**config.mk**
```make
export PLATFORM = sky130hd
export DESIGN_NAME = motor_current_speed_accel_limiter_unit_flat
export DESIGN_NICKNAME = d
export VERILOG_FILES = /design/src/design/mcsal_pkg.sv /design/src/design/mcsal_in_if.sv /design/src/design/mcsal_out_if.sv /design/src/design/motor_current_speed_accel_limiter_unit.sv /design/src/flat_wrapper.sv
export SDC_FILE = /design/constraint.sdc
export NUM_CORES = 2
export LEC_CHECK = 0
export BUFFER_PORTS_ARGS = -buffer_cell sky130_fd_sc_hd__buf_4
export CAP_MARGIN = 30
export CORE_MARGIN = 5
export CORE_UTILIZATION = 43
export CTS_CLUSTER_SIZE = 16
export DETAILED_ROUTE_END_ITERATION = 12
export PLACE_DENSITY_LB_ADDON = 0.25
export SLEW_MARGIN = 25
export SYNTH_ARGS = -nofsm -noshare
export SYNTH_HDL_FRONTEND = slang
export SYNTH_SLANG_ARGS = --single-unit
```
**constraint.sdc**
```tcl
create_clock -name i_clk -period 28.4 [get_ports i_clk]
set_input_delay 5.68 -clock i_clk [delete_from_list [all_inputs] [get_ports i_clk]]
set_output_delay 5.68 -clock i_clk [all_outputs]
set_load 0.02 [all_outputs]
```
**src/design/mcsal_pkg.sv**
```systemverilog
package mcsal_pkg;

    // Field and register widths
    localparam int SPEED_WIDTH_DEF = 18;
    localparam int CUR_W           = 16;
    localparam int LIM_W           = 17;
    localparam int FRAC_W          = 16;
    localparam int MODE_W          = 3;
    localparam int ACC_OUT_W       = 18;
    localparam int FILT_W          = 32;
    localparam int ACC_FRAC        = 14;
    localparam int CFG_IDX_W       = 3;
    localparam int CFG_DATA_W      = LIM_W;

    // 0.1 erpm in Q.16
    localparam int TENTH_Q16 = 6554;

    // Register reset values
    localparam logic [LIM_W-1:0]  RST_SPEED_MAX  = '0;
    localparam logic [FRAC_W-1:0] RST_MODE2_FRAC = 16'd65535;
    localparam logic [FRAC_W-1:0] RST_TAPER_FRAC = 16'd52428;
    localparam logic [FRAC_W-1:0] RST_ACCEL_MAX  = 16'd65535;
    localparam logic [FRAC_W-1:0] RST_ACCEL_CUT  = 16'd65535;
    localparam logic [FRAC_W-1:0] RST_FILT_GAIN  = 16'd65535;

    // Configuration register indexes
    typedef enum logic [CFG_IDX_W-1:0] {
        REG_REVERSE_SPEED_MAX = 3'd0,
        REG_WALK_SPEED_MAX    = 3'd1,
        REG_VEHICLE_SPEED_MAX = 3'd2,
        REG_MODE_TWO_FRACTION = 3'd3,
        REG_TAPER_START_FRAC  = 3'd4,
        REG_ACCEL_MAX         = 3'd5,
        REG_ACCEL_CUT         = 3'd6,
        REG_FILTER_GAIN       = 3'd7
    } t_cfg_idx;

    // Drive mode codes
    localparam logic [MODE_W-1:0] MODE_WALK    = 3'd1;
    localparam logic [MODE_W-1:0] MODE_REDUCED = 3'd2;
    localparam logic [MODE_W-1:0] MODE_VEHICLE = 3'd3;

endpackage

```
**src/design/mcsal_in_if.sv**
```systemverilog
interface mcsal_in_if
    import mcsal_pkg::*;
#(
    parameter int SPEED_WIDTH = SPEED_WIDTH_DEF
) ();
    logic                          valid;
    logic                          ready;
    logic signed [CUR_W-1:0]       current_request;
    logic signed [SPEED_WIDTH-1:0] speed_local;
    logic signed [SPEED_WIDTH-1:0] speed_remote;
    logic                          remote_valid;
    logic [MODE_W-1:0]             drive_mode;
    logic                          reverse_on;

    modport source (
        output valid, current_request, speed_local, speed_remote,
               remote_valid, drive_mode, reverse_on,
        input  ready
    );

    modport sink (
        input  valid, current_request, speed_local, speed_remote,
               remote_valid, drive_mode, reverse_on,
        output ready
    );
endinterface

```
**src/design/mcsal_out_if.sv**
```systemverilog
interface mcsal_out_if
    import mcsal_pkg::*;
#(
    parameter int SPEED_WIDTH = SPEED_WIDTH_DEF
) ();
    logic                          valid;
    logic                          ready;
    logic signed [CUR_W-1:0]       current_limited;
    logic signed [SPEED_WIDTH-1:0] speed_average;
    logic                          reverse_alarm;
    logic signed [ACC_OUT_W-1:0]   accel_filtered;

    modport source (
        output valid, current_limited, speed_average, reverse_alarm, accel_filtered,
        input  ready
    );

    modport sink (
        input  valid, current_limited, speed_average, reverse_alarm, accel_filtered,
        output ready
    );
endinterface

```
**src/design/motor_current_speed_accel_limiter_unit.sv**
```systemverilog
// Channel  | Dir | Handshake        | Payload
// ---------+-----+------------------+------------------------------------------------
// i_req    | in  | valid / ready    | current_request, speed_local, speed_remote,
//          |     |                  | remote_valid, drive_mode, reverse_on
// o_res    | out | valid / ready    | current_limited, speed_average, reverse_alarm,
//          |     |                  | accel_filtered
// i_cfg_*  | in  | write enable     | register index, 17-bit data
//
// A new request is taken only in the idle state, after the result of the last one has
// gone to the output register. The time is set by a shared shift-add multiplier (one
// multiplier bit a cycle) and a restoring divider (one quotient bit a cycle): mode-two
// limit, taper start, each taper numerator, the filter product and each taper division
// run through them.
// Reset (synchronous, active low) clears the filter state and presets the registers.
// A result waits in the output register, so a new request is taken while it stalls.
module motor_current_speed_accel_limiter_unit
    import mcsal_pkg::*;
#(
    parameter int SPEED_WIDTH = SPEED_WIDTH_DEF
) (
    input  logic                  i_clk,
    input  logic                  i_rst_n,
    input  logic                  i_cfg_we,
    input  logic [CFG_IDX_W-1:0]  i_cfg_idx,
    input  logic [CFG_DATA_W-1:0] i_cfg_data,
    mcsal_in_if.sink              i_req,
    mcsal_out_if.source           o_res
);

    localparam int SW     = SPEED_WIDTH;
    localparam int MW     = (SW + 16 > 34) ? SW + 16 : 34;  // multiplicand
    localparam int PW     = MW + FRAC_W;                     // product
    localparam int CW     = (SW + 17 > 34) ? SW + 17 : 34;  // speed compares
    localparam int LF_W   = LIM_W + FRAC_W;                  // limit * fraction
    localparam int NUM_W  = LF_W;                            // taper num / den
    localparam int DIVD_W = NUM_W + CUR_W;                   // dividend
    localparam int CNT_W  = $clog2(FRAC_W);

    typedef enum logic [7:0] {
        S_IDLE = 8'b0000_0001,
        S_MUL  = 8'b0000_0010,
        S_MEND = 8'b0000_0100,
        S_SPD  = 8'b0000_1000,
        S_DIFF = 8'b0001_0000,
        S_ACC  = 8'b0010_0000,
        S_DIV  = 8'b0100_0000,
        S_DONE = 8'b1000_0000
    } t_state;

    typedef enum logic [2:0] {
        OP_LIM   = 3'd0,
        OP_START = 3'd1,
        OP_SNUM  = 3'd2,
        OP_FLT   = 3'd3,
        OP_ANUM  = 3'd4
    } t_op;

    // Configuration registers
    logic [LIM_W-1:0]  r_rev_max, r_walk_max, r_veh_max;
    logic [FRAC_W-1:0] r_m2_frac, r_tsf, r_acc_max, r_acc_cut, r_gain;

    // Control and state
    t_state r_state, n_state;
    t_op    r_op, n_op;
    logic [CNT_W-1:0] r_cnt, n_cnt;
    logic r_ovalid, n_ovalid;
    logic signed [SW-1:0]     r_prev, n_prev;
    logic signed [FILT_W-1:0] r_v, n_v;

    // Datapath
    logic signed [MW-1:0] r_mcand, n_mcand;
    logic [FRAC_W-1:0]    r_mplier, n_mplier;
    logic signed [PW-1:0] r_acc, n_acc;
    logic [NUM_W:0]       r_rem, n_rem;
    logic [CUR_W-1:0]     r_nlo, n_nlo;
    logic [NUM_W-1:0]     r_den, n_den;
    logic [LIM_W-1:0]     r_lim, n_lim;
    logic [LF_W-1:0]      r_lf, n_lf;
    logic signed [SW-1:0] r_avg, n_avg;
    logic [SW-1:0]        r_amag, n_amag;
    logic                 r_neg, n_neg;
    logic [CUR_W-1:0]     r_cmag, n_cmag;
    logic                 r_alarm, n_alarm;

    // Output register
    logic signed [CUR_W-1:0]     r_o_cur, n_o_cur;
    logic signed [SW-1:0]        r_o_avg, n_o_avg;
    logic                        r_o_alarm, n_o_alarm;
    logic signed [ACC_OUT_W-1:0] r_o_acc, n_o_acc;

    // Combinational helpers
    logic                 accept;
    logic [SW:0]          sum_in;
    logic [SW-1:0]        avg_in;
    logic [SW-1:0]        amag_in;
    logic                 pos_in;
    logic [LIM_W-1:0]     lim_in;
    logic                 need_m2;
    logic [CUR_W-1:0]     cmag_in;
    logic                 out_load;
    logic [CW-1:0]        a16, a16_hi, st16, lim16, snum;
    logic [SW:0]          omega;
    logic [MW-1:0]        diff;
    logic [MW:0]          vsum;
    logic [MW-31:0]       vtop;
    logic [FILT_W-2:0]    v31, cut31, max31;
    logic [NUM_W:0]       dtry;
    logic                 dge;

    assign accept = i_req.valid && i_req.ready;
    assign i_req.ready = (r_state == S_IDLE);

    // Speed mean, its magnitude and the limit on its side
    always_comb begin
        sum_in  = {i_req.speed_local[SW-1], i_req.speed_local}
                + {i_req.speed_remote[SW-1], i_req.speed_remote};
        avg_in  = i_req.remote_valid ? sum_in[SW:1] : i_req.speed_local;
        amag_in = avg_in[SW-1] ? (~avg_in + 1'b1) : avg_in;
        pos_in  = !avg_in[SW-1];
        cmag_in = i_req.current_request[CUR_W-1] ? (~i_req.current_request + 1'b1)
                                                 : i_req.current_request;
        need_m2 = pos_in && !i_req.reverse_on && (i_req.drive_mode == MODE_REDUCED);
        lim_in  = '0;
        if (pos_in) begin
            if (!i_req.reverse_on) begin
                if (i_req.drive_mode >= MODE_VEHICLE) begin
                    lim_in = r_veh_max;
                end else if (i_req.drive_mode == MODE_WALK) begin
                    lim_in = r_walk_max;
                end
            end
        end else if (i_req.reverse_on && i_req.drive_mode > MODE_WALK) begin
            lim_in = r_rev_max;
        end
    end

    // Speed taper bounds in Q.16
    always_comb begin
        a16    = CW'({r_amag, 16'b0});
        a16_hi = a16 + CW'(TENTH_Q16);
        st16   = CW'(r_lf) + CW'(TENTH_Q16);
        lim16  = CW'({r_lim, 16'b0});
        snum   = lim16 - a16;
    end

    // Speed change minus filter value, and the filter update with saturation
    always_comb begin
        omega = {r_avg[SW-1], r_avg} - {r_prev[SW-1], r_prev};
        diff  = ({{(MW-SW-1){omega[SW]}}, omega} << ACC_FRAC)
              - {{(MW-FILT_W){r_v[FILT_W-1]}}, r_v};
        vsum  = {{(MW+1-FILT_W){r_v[FILT_W-1]}}, r_v}
              + {r_acc[PW-1], r_acc[PW-1:FRAC_W]};
        vtop  = vsum[MW:FILT_W-1];
    end

    // Acceleration bounds, filter known not negative where used
    always_comb begin
        v31   = r_v[FILT_W-2:0];
        cut31 = (FILT_W-1)'({r_acc_cut, {ACC_FRAC{1'b0}}});
        max31 = (FILT_W-1)'({r_acc_max, {ACC_FRAC{1'b0}}});
    end

    // Restoring divider step
    always_comb begin
        dtry = {r_rem[NUM_W-1:0], r_nlo[CUR_W-1]};
        dge  = (dtry >= {1'b0, r_den});
    end

    assign out_load = (r_state == S_DONE) && (!r_ovalid || o_res.ready);

    // Sequencer
    always_comb begin
        n_state   = r_state;
        n_op      = r_op;
        n_cnt     = r_cnt;
        n_prev    = r_prev;
        n_v       = r_v;
        n_mcand   = r_mcand;
        n_mplier  = r_mplier;
        n_acc     = r_acc;
        n_rem     = r_rem;
        n_nlo     = r_nlo;
        n_den     = r_den;
        n_lim     = r_lim;
        n_lf      = r_lf;
        n_avg     = r_avg;
        n_amag    = r_amag;
        n_neg     = r_neg;
        n_cmag    = r_cmag;
        n_alarm   = r_alarm;
        n_ovalid  = r_ovalid && !o_res.ready;
        n_o_cur   = r_o_cur;
        n_o_avg   = r_o_avg;
        n_o_alarm = r_o_alarm;
        n_o_acc   = r_o_acc;

        unique case (r_state)
            S_IDLE: begin
                if (accept) begin
                    n_avg   = avg_in;
                    n_amag  = amag_in;
                    n_neg   = i_req.current_request[CUR_W-1];
                    n_cmag  = cmag_in;
                    n_alarm = i_req.reverse_on && (i_req.drive_mode > MODE_WALK);
                    n_acc   = '0;
                    n_cnt   = '0;
                    n_state = S_MUL;
                    if (need_m2) begin
                        n_mcand  = MW'(r_veh_max);
                        n_mplier = r_m2_frac;
                        n_op     = OP_LIM;
                    end else begin
                        n_lim    = lim_in;
                        n_mcand  = MW'(lim_in);
                        n_mplier = r_tsf;
                        n_op     = OP_START;
                    end
                end
            end

            // one multiplier bit a cycle, MSB first
            S_MUL: begin
                n_acc    = (r_acc <<< 1)
                         + (r_mplier[FRAC_W-1] ? {{FRAC_W{r_mcand[MW-1]}}, r_mcand} : '0);
                n_mplier = r_mplier << 1;
                n_cnt    = r_cnt + 1'b1;
                if (r_cnt == {CNT_W{1'b1}}) begin
                    n_state = S_MEND;
                end
            end

            S_MEND: begin
                case (r_op)
                    OP_LIM: begin
                        n_lim    = r_acc[LF_W-1:FRAC_W];
                        n_mcand  = MW'(r_acc[LF_W-1:FRAC_W]);
                        n_mplier = r_tsf;
                        n_op     = OP_START;
                        n_acc    = '0;
                        n_cnt    = '0;
                        n_state  = S_MUL;
                    end
                    OP_START: begin
                        n_lf    = r_acc[LF_W-1:0];
                        n_state = S_SPD;
                    end
                    OP_FLT: begin
                        if ((&vtop) || !(|vtop)) begin
                            n_v = vsum[FILT_W-1:0];
                        end else if (vsum[MW]) begin
                            n_v = {1'b1, {(FILT_W-1){1'b0}}};
                        end else begin
                            n_v = {1'b0, {(FILT_W-1){1'b1}}};
                        end
                        n_prev  = r_avg;
                        n_state = S_ACC;
                    end
                    default: begin
                        // taper product ready: start the division
                        n_rem   = {1'b0, r_acc[DIVD_W-1:CUR_W]};
                        n_nlo   = r_acc[CUR_W-1:0];
                        n_cnt   = '0;
                        n_state = S_DIV;
                    end
                endcase
            end

            // speed taper region
            S_SPD: begin
                if (a16 < st16) begin
                    n_state = S_DIFF;
                end else if (a16_hi > lim16) begin
                    n_cmag  = '0;
                    n_state = S_DIFF;
                end else begin
                    n_den    = NUM_W'(lim16 - CW'(r_lf));
                    n_mcand  = MW'(snum[NUM_W-1:0]);
                    n_mplier = r_cmag;
                    n_op     = OP_SNUM;
                    n_acc    = '0;
                    n_cnt    = '0;
                    n_state  = S_MUL;
                end
            end

            S_DIFF: begin
                n_mcand  = diff;
                n_mplier = r_gain;
                n_op     = OP_FLT;
                n_acc    = '0;
                n_cnt    = '0;
                n_state  = S_MUL;
            end

            // acceleration taper region
            S_ACC: begin
                if (r_v[FILT_W-1] || (v31 < cut31)) begin
                    n_state = S_DONE;
                end else if ((v31 > max31) || (r_acc_max <= r_acc_cut)) begin
                    n_cmag  = '0;
                    n_state = S_DONE;
                end else begin
                    n_den    = NUM_W'({r_acc_max - r_acc_cut, {ACC_FRAC{1'b0}}});
                    n_mcand  = MW'(max31 - v31);
                    n_mplier = r_cmag;
                    n_op     = OP_ANUM;
                    n_acc    = '0;
                    n_cnt    = '0;
                    n_state  = S_MUL;
                end
            end

            // one quotient bit a cycle
            S_DIV: begin
                n_rem = dge ? (dtry - {1'b0, r_den}) : dtry;
                n_nlo = {r_nlo[CUR_W-2:0], dge};
                n_cnt = r_cnt + 1'b1;
                if (r_cnt == {CNT_W{1'b1}}) begin
                    n_cmag  = {r_nlo[CUR_W-2:0], dge};
                    n_state = (r_op == OP_SNUM) ? S_DIFF : S_DONE;
                end
            end

            S_DONE: begin
                if (out_load) begin
                    n_ovalid  = 1'b1;
                    n_o_cur   = r_neg ? (~r_cmag + 1'b1) : r_cmag;
                    n_o_avg   = r_avg;
                    n_o_alarm = r_alarm;
                    n_o_acc   = r_v[FILT_W-1:ACC_FRAC];
                    n_state   = S_IDLE;
                end
            end

            default: begin
                n_state = S_IDLE;
            end
        endcase
    end

    // Control state and configuration registers
    always_ff @(posedge i_clk) begin
        if (!i_rst_n) begin
            r_state    <= S_IDLE;
            r_op       <= OP_LIM;
            r_cnt      <= '0;
            r_ovalid   <= 1'b0;
            r_prev     <= '0;
            r_v        <= '0;
            r_rev_max  <= RST_SPEED_MAX;
            r_walk_max <= RST_SPEED_MAX;
            r_veh_max  <= RST_SPEED_MAX;
            r_m2_frac  <= RST_MODE2_FRAC;
            r_tsf      <= RST_TAPER_FRAC;
            r_acc_max  <= RST_ACCEL_MAX;
            r_acc_cut  <= RST_ACCEL_CUT;
            r_gain     <= RST_FILT_GAIN;
        end else begin
            r_state  <= n_state;
            r_op     <= n_op;
            r_cnt    <= n_cnt;
            r_ovalid <= n_ovalid;
            r_prev   <= n_prev;
            r_v      <= n_v;
            if (i_cfg_we) begin
                unique case (t_cfg_idx'(i_cfg_idx))
                    REG_REVERSE_SPEED_MAX: r_rev_max  <= i_cfg_data;
                    REG_WALK_SPEED_MAX:    r_walk_max <= i_cfg_data;
                    REG_VEHICLE_SPEED_MAX: r_veh_max  <= i_cfg_data;
                    REG_MODE_TWO_FRACTION: r_m2_frac  <= i_cfg_data[FRAC_W-1:0];
                    REG_TAPER_START_FRAC:  r_tsf      <= i_cfg_data[FRAC_W-1:0];
                    REG_ACCEL_MAX:         r_acc_max  <= i_cfg_data[FRAC_W-1:0];
                    REG_ACCEL_CUT:         r_acc_cut  <= i_cfg_data[FRAC_W-1:0];
                    REG_FILTER_GAIN:       r_gain     <= i_cfg_data[FRAC_W-1:0];
                    default: ;
                endcase
            end
        end
    end

    // Datapath and output payload
    always_ff @(posedge i_clk) begin
        r_mcand   <= n_mcand;
        r_mplier  <= n_mplier;
        r_acc     <= n_acc;
        r_rem     <= n_rem;
        r_nlo     <= n_nlo;
        r_den     <= n_den;
        r_lim     <= n_lim;
        r_lf      <= n_lf;
        r_avg     <= n_avg;
        r_amag    <= n_amag;
        r_neg     <= n_neg;
        r_cmag    <= n_cmag;
        r_alarm   <= n_alarm;
        r_o_cur   <= n_o_cur;
        r_o_avg   <= n_o_avg;
        r_o_alarm <= n_o_alarm;
        r_o_acc   <= n_o_acc;
    end

    assign o_res.valid           = r_ovalid;
    assign o_res.current_limited = r_o_cur;
    assign o_res.speed_average   = r_o_avg;
    assign o_res.reverse_alarm   = r_o_alarm;
    assign o_res.accel_filtered  = r_o_acc;

endmodule
```
**src/flat_wrapper.sv**
```systemverilog
// flat-port wrapper written by rule: the top's interface ports become plain ports
module motor_current_speed_accel_limiter_unit_flat import mcsal_pkg::*;
#(
    parameter int SPEED_WIDTH = SPEED_WIDTH_DEF
)
  (i_clk, i_rst_n, i_cfg_we, i_cfg_idx, i_cfg_data, i_req_valid, i_req_current_request, i_req_speed_local, i_req_speed_remote, i_req_remote_valid, i_req_drive_mode, i_req_reverse_on, i_req_ready, o_res_valid, o_res_current_limited, o_res_speed_average, o_res_reverse_alarm, o_res_accel_filtered, o_res_ready);
  mcsal_in_if #(.SPEED_WIDTH(SPEED_WIDTH)) i_req_i ();
  mcsal_out_if #(.SPEED_WIDTH(SPEED_WIDTH)) o_res_i ();
  input  logic i_clk;
  input  logic i_rst_n;
  input  logic i_cfg_we;
  input  logic [CFG_IDX_W-1:0] i_cfg_idx;
  input  logic [CFG_DATA_W-1:0] i_cfg_data;
  input wire logic [$bits(i_req_i.valid)-1:0] i_req_valid;
  input wire logic [$bits(i_req_i.current_request)-1:0] i_req_current_request;
  input wire logic [$bits(i_req_i.speed_local)-1:0] i_req_speed_local;
  input wire logic [$bits(i_req_i.speed_remote)-1:0] i_req_speed_remote;
  input wire logic [$bits(i_req_i.remote_valid)-1:0] i_req_remote_valid;
  input wire logic [$bits(i_req_i.drive_mode)-1:0] i_req_drive_mode;
  input wire logic [$bits(i_req_i.reverse_on)-1:0] i_req_reverse_on;
  output wire logic [$bits(i_req_i.ready)-1:0] i_req_ready;
  output wire logic [$bits(o_res_i.valid)-1:0] o_res_valid;
  output wire logic [$bits(o_res_i.current_limited)-1:0] o_res_current_limited;
  output wire logic [$bits(o_res_i.speed_average)-1:0] o_res_speed_average;
  output wire logic [$bits(o_res_i.reverse_alarm)-1:0] o_res_reverse_alarm;
  output wire logic [$bits(o_res_i.accel_filtered)-1:0] o_res_accel_filtered;
  input wire logic [$bits(o_res_i.ready)-1:0] o_res_ready;
  assign i_req_i.valid = i_req_valid;
  assign i_req_i.current_request = i_req_current_request;
  assign i_req_i.speed_local = i_req_speed_local;
  assign i_req_i.speed_remote = i_req_speed_remote;
  assign i_req_i.remote_valid = i_req_remote_valid;
  assign i_req_i.drive_mode = i_req_drive_mode;
  assign i_req_i.reverse_on = i_req_reverse_on;
  assign i_req_ready = i_req_i.ready;
  assign o_res_valid = o_res_i.valid;
  assign o_res_current_limited = o_res_i.current_limited;
  assign o_res_speed_average = o_res_i.speed_average;
  assign o_res_reverse_alarm = o_res_i.reverse_alarm;
  assign o_res_accel_filtered = o_res_i.accel_filtered;
  assign o_res_i.ready = o_res_ready;
  motor_current_speed_accel_limiter_unit #(.SPEED_WIDTH(SPEED_WIDTH)) u_core (.i_clk(i_clk), .i_rst_n(i_rst_n), .i_cfg_we(i_cfg_we), .i_cfg_idx(i_cfg_idx), .i_cfg_data(i_cfg_data), .i_req(i_req_i), .o_res(o_res_i));
endmodule
```
=== Word level (Yosys, flattened, before mapping) ===
Index checks and enable logic that the tools add are counted.

* Register bits: 536
* Input bits: 82
* Output and inout port bits: 55
* Logic and storage cells: 227

* $add $sub $neg: 16
* $lt $le $gt $ge: 8
* Eq/ne operators: 35
* Muxes and demuxes: 84
* Bitwise gates (word level): 3
* Reductions and logical operators: 49

{| class="wikitable"
|+ Operators by type and width
! operator !! count
|-
| two-way mux 50 bit || 7
|-
| case mux 50 bit (6 select lines) || 1
|-
| two-way mux 16 bit || 16
|-
| two-way mux 34 bit || 6
|-
| two-way mux 33 bit || 6
|-
| two-way mux 17 bit || 10
|-
| case mux 34 bit (5 select lines) || 1
|-
| case mux 33 bit (2 select lines) || 2
|-
| subtractor 33 bit || 3
|-
| case mux 16 bit (6 select lines) || 1
|-
| two-way mux 32 bit || 2
|-
| two-way mux 8 bit || 8
|-
| case mux 16 bit (4 select lines) || 1
|-
| case mux 8 bit (8 select lines) || 1
|-
| adder 50 bit || 1
|-
| adder 32 x 34 -> 35 bit || 1
|-
| adder 34 x 13 -> 35 bit (second input constant) || 1
|-
| > comparator 35 x 33 -> 1 bit || 1
|-
| adder 33 x 13 -> 34 bit (second input constant) || 1
|-
| greater-or-equal comparator 34 x 33 -> 1 bit || 1
|-
| less-than comparator 34 bit || 1
|-
| case mux 17 bit (2 select lines) || 1
|-
| subtractor 33 x 32 -> 34 bit || 1
|-
| adder 16 x 1 -> 16 bit (second input constant) || 2
|-
| other kinds (51) || 119
|}

=== Depth between registers and ports, before layout ===
* Depth in word-level cells: 8
* Mapped depth: 24
* Depth with buffers taken out: 24

=== Worst setup path after synthesis ===
OpenSTA, ideal clock, no wires.

* Path kind: input -> register
* Start: in i_req_valid
* End: reg u_core.r_acc[0] (enable)
* Setup time: 0.654 ns
* Data arrival time: 12.321 ns
* Required time: 27.746 ns
* Slack: 15.425 ns
* Stages on the path: 3
* Buffers on the path: 0
* Cell sequence: nand2b_1 -> o21a_1 -> nor4bb_1

* Word-level cells in the longest chain between the ends: 3

{| class="wikitable"
|+ RTL lines
! item !! RTL line !! source
|-
| start: declaration || flat_wrapper.sv:14 || <nowiki>input wire logic [$bits(i_req_i.valid)-1:0] i_req_valid;</nowiki>
|-
| logical AND 1 bit || motor_current_speed_accel_limiter_unit.sv:110 || <nowiki>assign accept = i_req.valid && i_req.ready;</nowiki>
|-
| != test 2 bit (no line) || -- ||
|-
| AND reduction 7 bit (no line) || -- ||
|-
| end signal: assignment || motor_current_speed_accel_limiter_unit.sv:385 || <nowiki>r_acc <= n_acc;</nowiki>
|-
| end: declaration || motor_current_speed_accel_limiter_unit.sv:73 || <nowiki>logic signed [PW-1:0] r_acc, n_acc;</nowiki>
|}

Every way passes these cells.
A chain may end at the register's enable or synchronous reset.

=== Worst setup path in the final report ===
* Start: in i_req_speed_remote[1]
* End: reg u_core.r_mcand[8], data pin

* Word-level cells in the longest chain between the ends: 8
* Elaborated cells between the ends (all ways): 9
* Those cells by class: add/sub (1); mux (5); reduce/logical (3)

{| class="wikitable"
|+ RTL lines
! item !! RTL line !! source
|-
| start: declaration || flat_wrapper.sv:17 || <nowiki>input wire logic [$bits(i_req_i.speed_remote)-1:0] i_req_speed_remote;</nowiki>
|-
| adder 18 x 18 -> 19 bit (*) || motor_current_speed_accel_limiter_unit.sv:116 || <nowiki>+ {i_req.speed_remote[SW-1], i_req.speed_remote};</nowiki>
|-
| two-way mux 18 bit (*) || motor_current_speed_accel_limiter_unit.sv:117 || <nowiki>avg_in = i_req.remote_valid ? sum_in[SW:1] : i_req.speed_local;</nowiki>
|-
| logical NOT 1 bit || motor_current_speed_accel_limiter_unit.sv:119 || <nowiki>pos_in = !avg_in[SW-1];</nowiki>
|-
| logical AND 1 bit (2 in a row) || motor_current_speed_accel_limiter_unit.sv:122 || <nowiki>need_m2 = pos_in && !i_req.reverse_on && (i_req.drive_mode == MODE_REDUCED);</nowiki>
|-
| two-way mux 17 bit (*) || motor_current_speed_accel_limiter_unit.sv:208 || <nowiki>if (need_m2) begin</nowiki>
|-
| two-way mux 34 bit (*) || motor_current_speed_accel_limiter_unit.sv:199 || <nowiki>if (accept) begin</nowiki>
|-
| case mux 34 bit (5 select lines) (*) || motor_current_speed_accel_limiter_unit.sv:197 || <nowiki>unique case (r_state)</nowiki>
|-
| named net u_core.n_mcand[8] || motor_current_speed_accel_limiter_unit.sv:71 || <nowiki>logic signed [MW-1:0] r_mcand, n_mcand;</nowiki>
|-
| end signal: assignment || motor_current_speed_accel_limiter_unit.sv:383 || <nowiki>r_mcand <= n_mcand;</nowiki>
|-
| end: declaration || motor_current_speed_accel_limiter_unit.sv:71 ||
|}

The timed path passes the listed nets; every way through them passes the cells marked *. The select of a mux whose other input is x is not followed.

==> results.json <==
{
  "rrSetupSlack_ps": 21800,
  "grt_pass1_wl_um": 168000,
  "pwr-share-comb_pct": 27.7,
  "relSlewSlack_pct": 26.4,
  "p_int_mw": 1.64,
  "seqPwrFrac_pct": 40.8,
  "cts_buffers": 59,
  "rr_endpoint": "u_core.r_acc[43]$_SDFFCE_PP0P_",
  "wl_per_cell_um": 21.6,
  "dp_hpwl_um": 85200,
  "worstSetupStartpointType": "input port",
  "die_height_um": 297,
  "first_iter_violations": 2923,
  "cts_hold_buf": 0,
  "yosysTopAreaCell": "edfxtp_1",
  "synth.avg_cell_area_um2": 8.92,
  "finalNetCount": 4430,
  "p_leak_nw": 16.2,
  "rsz0062_at_grt": "no",
  "final_core_util_pct": 48.3,
  "hold_class": "reg2reg",
  "yosysUniqueCellTypes": 92,
  "gr-total-overflow": 0,
  "h-tree-depth": 2,
  "critPathSlowestCell": "a311oi_1",
  "cts_buffer_depth": 3,
  "antenna_found_initial": 9,
  "finalCritPeriodShare_pct": 31.2,
  "yosysWarnings": 0,
  "final.setup.tns_ps": 0,
  "clockPowerShare_pct": 31.5,
  "cts_resized": 0,
  "cts.clk_slew.worst_paths_ps": 60,
  "ys_top_cells_by_area": "edfxtp_1 (29%), dfxtp_1 (11%), ha_1 (10%)",
  "critPathArrivalTime_ps": 9240,
  "die-area_um2": 88300,
  "clk_latency_ps": 650,
  "worstHoldEndpoint": "u_core.o_res.reverse_alarm$_DFFE_PP_",
  "synth_top_area_share_pct": 28.6,
  "hold_path.startpoint": "u_core.r_alarm$_DFFE_PP_",
  "ys_seq_elements": 535,
  "fin_skew_ps": 37.9,
  "p_per_area_nw_per_um2": 62.5,
  "yosysSeqAreaShare_pct": 39.7,
  "area_growth_pct": 11.7,
  "max_cap_violations": 0,
  "worst_path_largest_cell_delay_ps": 540,
  "reg2regPathDepth": 16,
  "synth_edf_count": 338,
  "firstDrtPassIters": 6,
  "path_max_fanout": 42,
  "drv_slew": 0,
  "dpl-instance-area_um2": 37600,
  "via_per_inst": 5.82,
  "fmax_mhz": 113,
  "dieWidth_um": 297,
  "synth_area_um2": 35500,
  "switching_power_uw": 839,
  "initial_core_util_pct": 43.3,
  "port_buffers": 136,
  "dominantRegCellSynth": "edfxtp_1",
  "sw_frac_of_total_pct": 33.9,
  "period_needed_ps": 8850,
  "wl_um": 112000,
  "gr-usage-all-layers_pct": 23.9,
  "first_global_vias": 28000,
  "io_pins": 137,
  "final_area_um2": 39600,
  "vias": 30100,
  "status": "finished, final reports clean",
  "holdPathStages": 0,
  "hold_viol": 0,
  "grt_max_degree": 80,
  "gp_congestion": 0.951,
  "syn_inst": 3975,
  "path_cells": "buf_4 > inv_1 > fa_1 > nor2b_1 > o21a_1 > o21ai_0 > a211o_1 > a21oi_1 > o21ai_0 > a311oi_1 > or2_2 > clkinv_1 > buf_4 > nand3_1 > o31ai_1 > a221o_1",
  "cp-end-kind": "register",
  "root_buffer": "clkbuf_16",
  "drive_gt1_share_pct": 8.17,
  "reg2reg_from": "u_core.r_lf[2]$_DFFE_PP_",
  "synth_async_sr_flop_share_pct": 0,
  "final_antenna_net_count": 0,
  "drc_errors": 0,
  "rows": 105,
  "crit_required_ps": 28780,
  "fill_cells": 7805,
  "cts_tree": "done",
  "syn_nets": 4356,
  "ir_worst_vdd_uv": 61.6,
  "tightest_slew_ps": 1090,
  "core_um2": 82000,
  "crit_type": "in2reg",
  "finalSetupViolCount": 0,
  "cts_setup_buffers": 0,
  "cts_sinks": 535
}
==> power groups by stage <==
stage,Clock (mW),Sequential [mW],Combinational (mW)
6_report,0.779,1.01,0.686
3_3_place_gp,0,1.03,0.669
4_1_cts,0.792,1.01,0.677
5_1_grt,0.824,1.01,0.758
3_5_place_dp,0,1.02,0.673
2_1_floorplan,0,0.973,0.508
==> stage by stage <==
stage | setup slack [ps] | std cells | total power [mW] | hold slack, ps
3_3_place_gp | 18990 | 5053 | 1.69 | 413
4_1_cts | 19620 | 5167 | 2.48 | 450
5_1_grt | 19290 | 5170 | 2.60 | 461
6_report | 19550 | 5173 | 2.48 | 435
2_1_floorplan | 15420 | 3975 | 1.48 | 400
3_5_place_dp | 18960 | 5055 | 1.70 | 432
==> routing by layer <==
metal  vias up  part of all wire (%)  GRT usage (%)
met5         -                 0.024              0
met4         4                   3.4           7.29
met3       178                   7.4           3.78
met2      1059                    45           38.8
met1     14300                    44           33.1
li1      14600                     -              -
==> Yosys cell counts (26+ instances only) <==
master    number
a211oi_1      29
a21o_1       119
a21oi_1      342
a31oi_1       40
and2_1        45
and3_1        33
clkbuf_1     128
dfxtp_1      197
edfxtp_1     338
ha_1         292
inv_1        220
mux2i_1       32
nand2_1      557
nand2b_1      58
nand3_1      129
nand4_1       26
nor2_1       259
nor2b_1       53
nor3_1        82
o211ai_1      56
o21a_1        47
o21ai_0      196
o22ai_1       26
xnor2_1      131
xor2_1       122
==> area by class of cell <==
| type | count | area (µm²) | share of cell area [%] |
|---|---|---|---|
| diodes | 3 | 7.51 | 0.0190 |
| repair buffers | 181 | 1410 | 3.55 |
| multi-input cells | 3050 | 20000 | 50.4 |
| clock inverters | 25 | 253 | 0.638 |
| flip-flops and latches | 535 | 14100 | 35.6 |
| inverters | 222 | 833 | 2.10 |
| well taps | 1070 | 1340 | 3.38 |
| clock buffers | 87 | 1720 | 4.33 |
==> critical path: cells and delay by family <==
family	cells	cell delay [ps]
adder cells (fa/ha/maj)	1	420
AO/OA/AOI/OAI	8	1900
AND/OR/NAND/NOR	3	670
buffers and inverters	4	550
==> flip-flops by register name, indices dropped and copies added, names as in the netlist, 17 cells and up <==
signal,cells
u_core.o_res.accel_filtered,18
u_core.o_res.speed_average,18
u_core.r_acc,50
u_core.r_amag,18
u_core.r_avg,17
u_core.r_den,33
u_core.r_lf,33
u_core.r_lim,17
u_core.r_mcand,34
u_core.r_prev,18
u_core.r_rem,33
u_core.r_rev_max,17
u_core.r_v,32
u_core.r_veh_max,17
u_core.r_walk_max,17
==> logic make-up after synthesis <==
logic type | Yosys count | synth area share, %
buffers and inverters | 390 | 4.29
xor gates and xnor gates | 253 | 6.25
adders and majority gates | 299 | 10.7
DFF | 535 | 39.7
AOI/OAI and AO/OA | 1100 | 20.0
and+or+nand+nor | 1363 | 18.0
muxes | 35 | 0.998
==> how the worst max path moves through the flow <==
stage                                      start                             to  slack, ps  cells past startpoint
after global routing      i_req_speed_remote[11]   u_core.r_mcand[13]$_DFFE_PP_      19290                     13
after CTS                  i_req_speed_remote[1]    u_core.r_mcand[8]$_DFFE_PP_      19620                     16
after floorplan                      i_req_valid  u_core.r_acc[0]$_SDFFCE_PN0P_      15420                      3
after global placement     i_req_speed_remote[1]    u_core.r_mcand[8]$_DFFE_PP_      18990                     16
after detailed placement   i_req_speed_remote[1]    u_core.r_mcand[8]$_DFFE_PP_      18960                     16
final                      i_req_speed_remote[1]    u_core.r_mcand[8]$_DFFE_PP_      19550                     16
==> cell usage in the layout, fill, tap and decap left out, types with 28 or more instances in the layout <==
master | synthesis | final
clkbuf_16 | 0 | 62
nor2b_1 | 53 | 52
a21oi_1 | 342 | 342
ha_1 | 292 | 292
a21o_1 | 119 | 119
and3_1 | 33 | 33
o21a_1 | 47 | 47
nand2_1 | 557 | 556
o21ai_0 | 196 | 196
edfxtp_1 | 338 | 338
a211oi_1 | 29 | 28
nor2_1 | 259 | 256
inv_1 | 220 | 218
xor2_1 | 122 | 122
nand3_1 | 129 | 129
mux2i_1 | 32 | 32
nor3_1 | 82 | 80
and2_1 | 45 | 44
buf_4 | 1 | 176
nand2b_1 | 58 | 58
o211ai_1 | 56 | 56
a31oi_1 | 40 | 39
xnor2_1 | 131 | 131
dfxtp_1 | 197 | 197
Power figures use the tool's default switching activity.
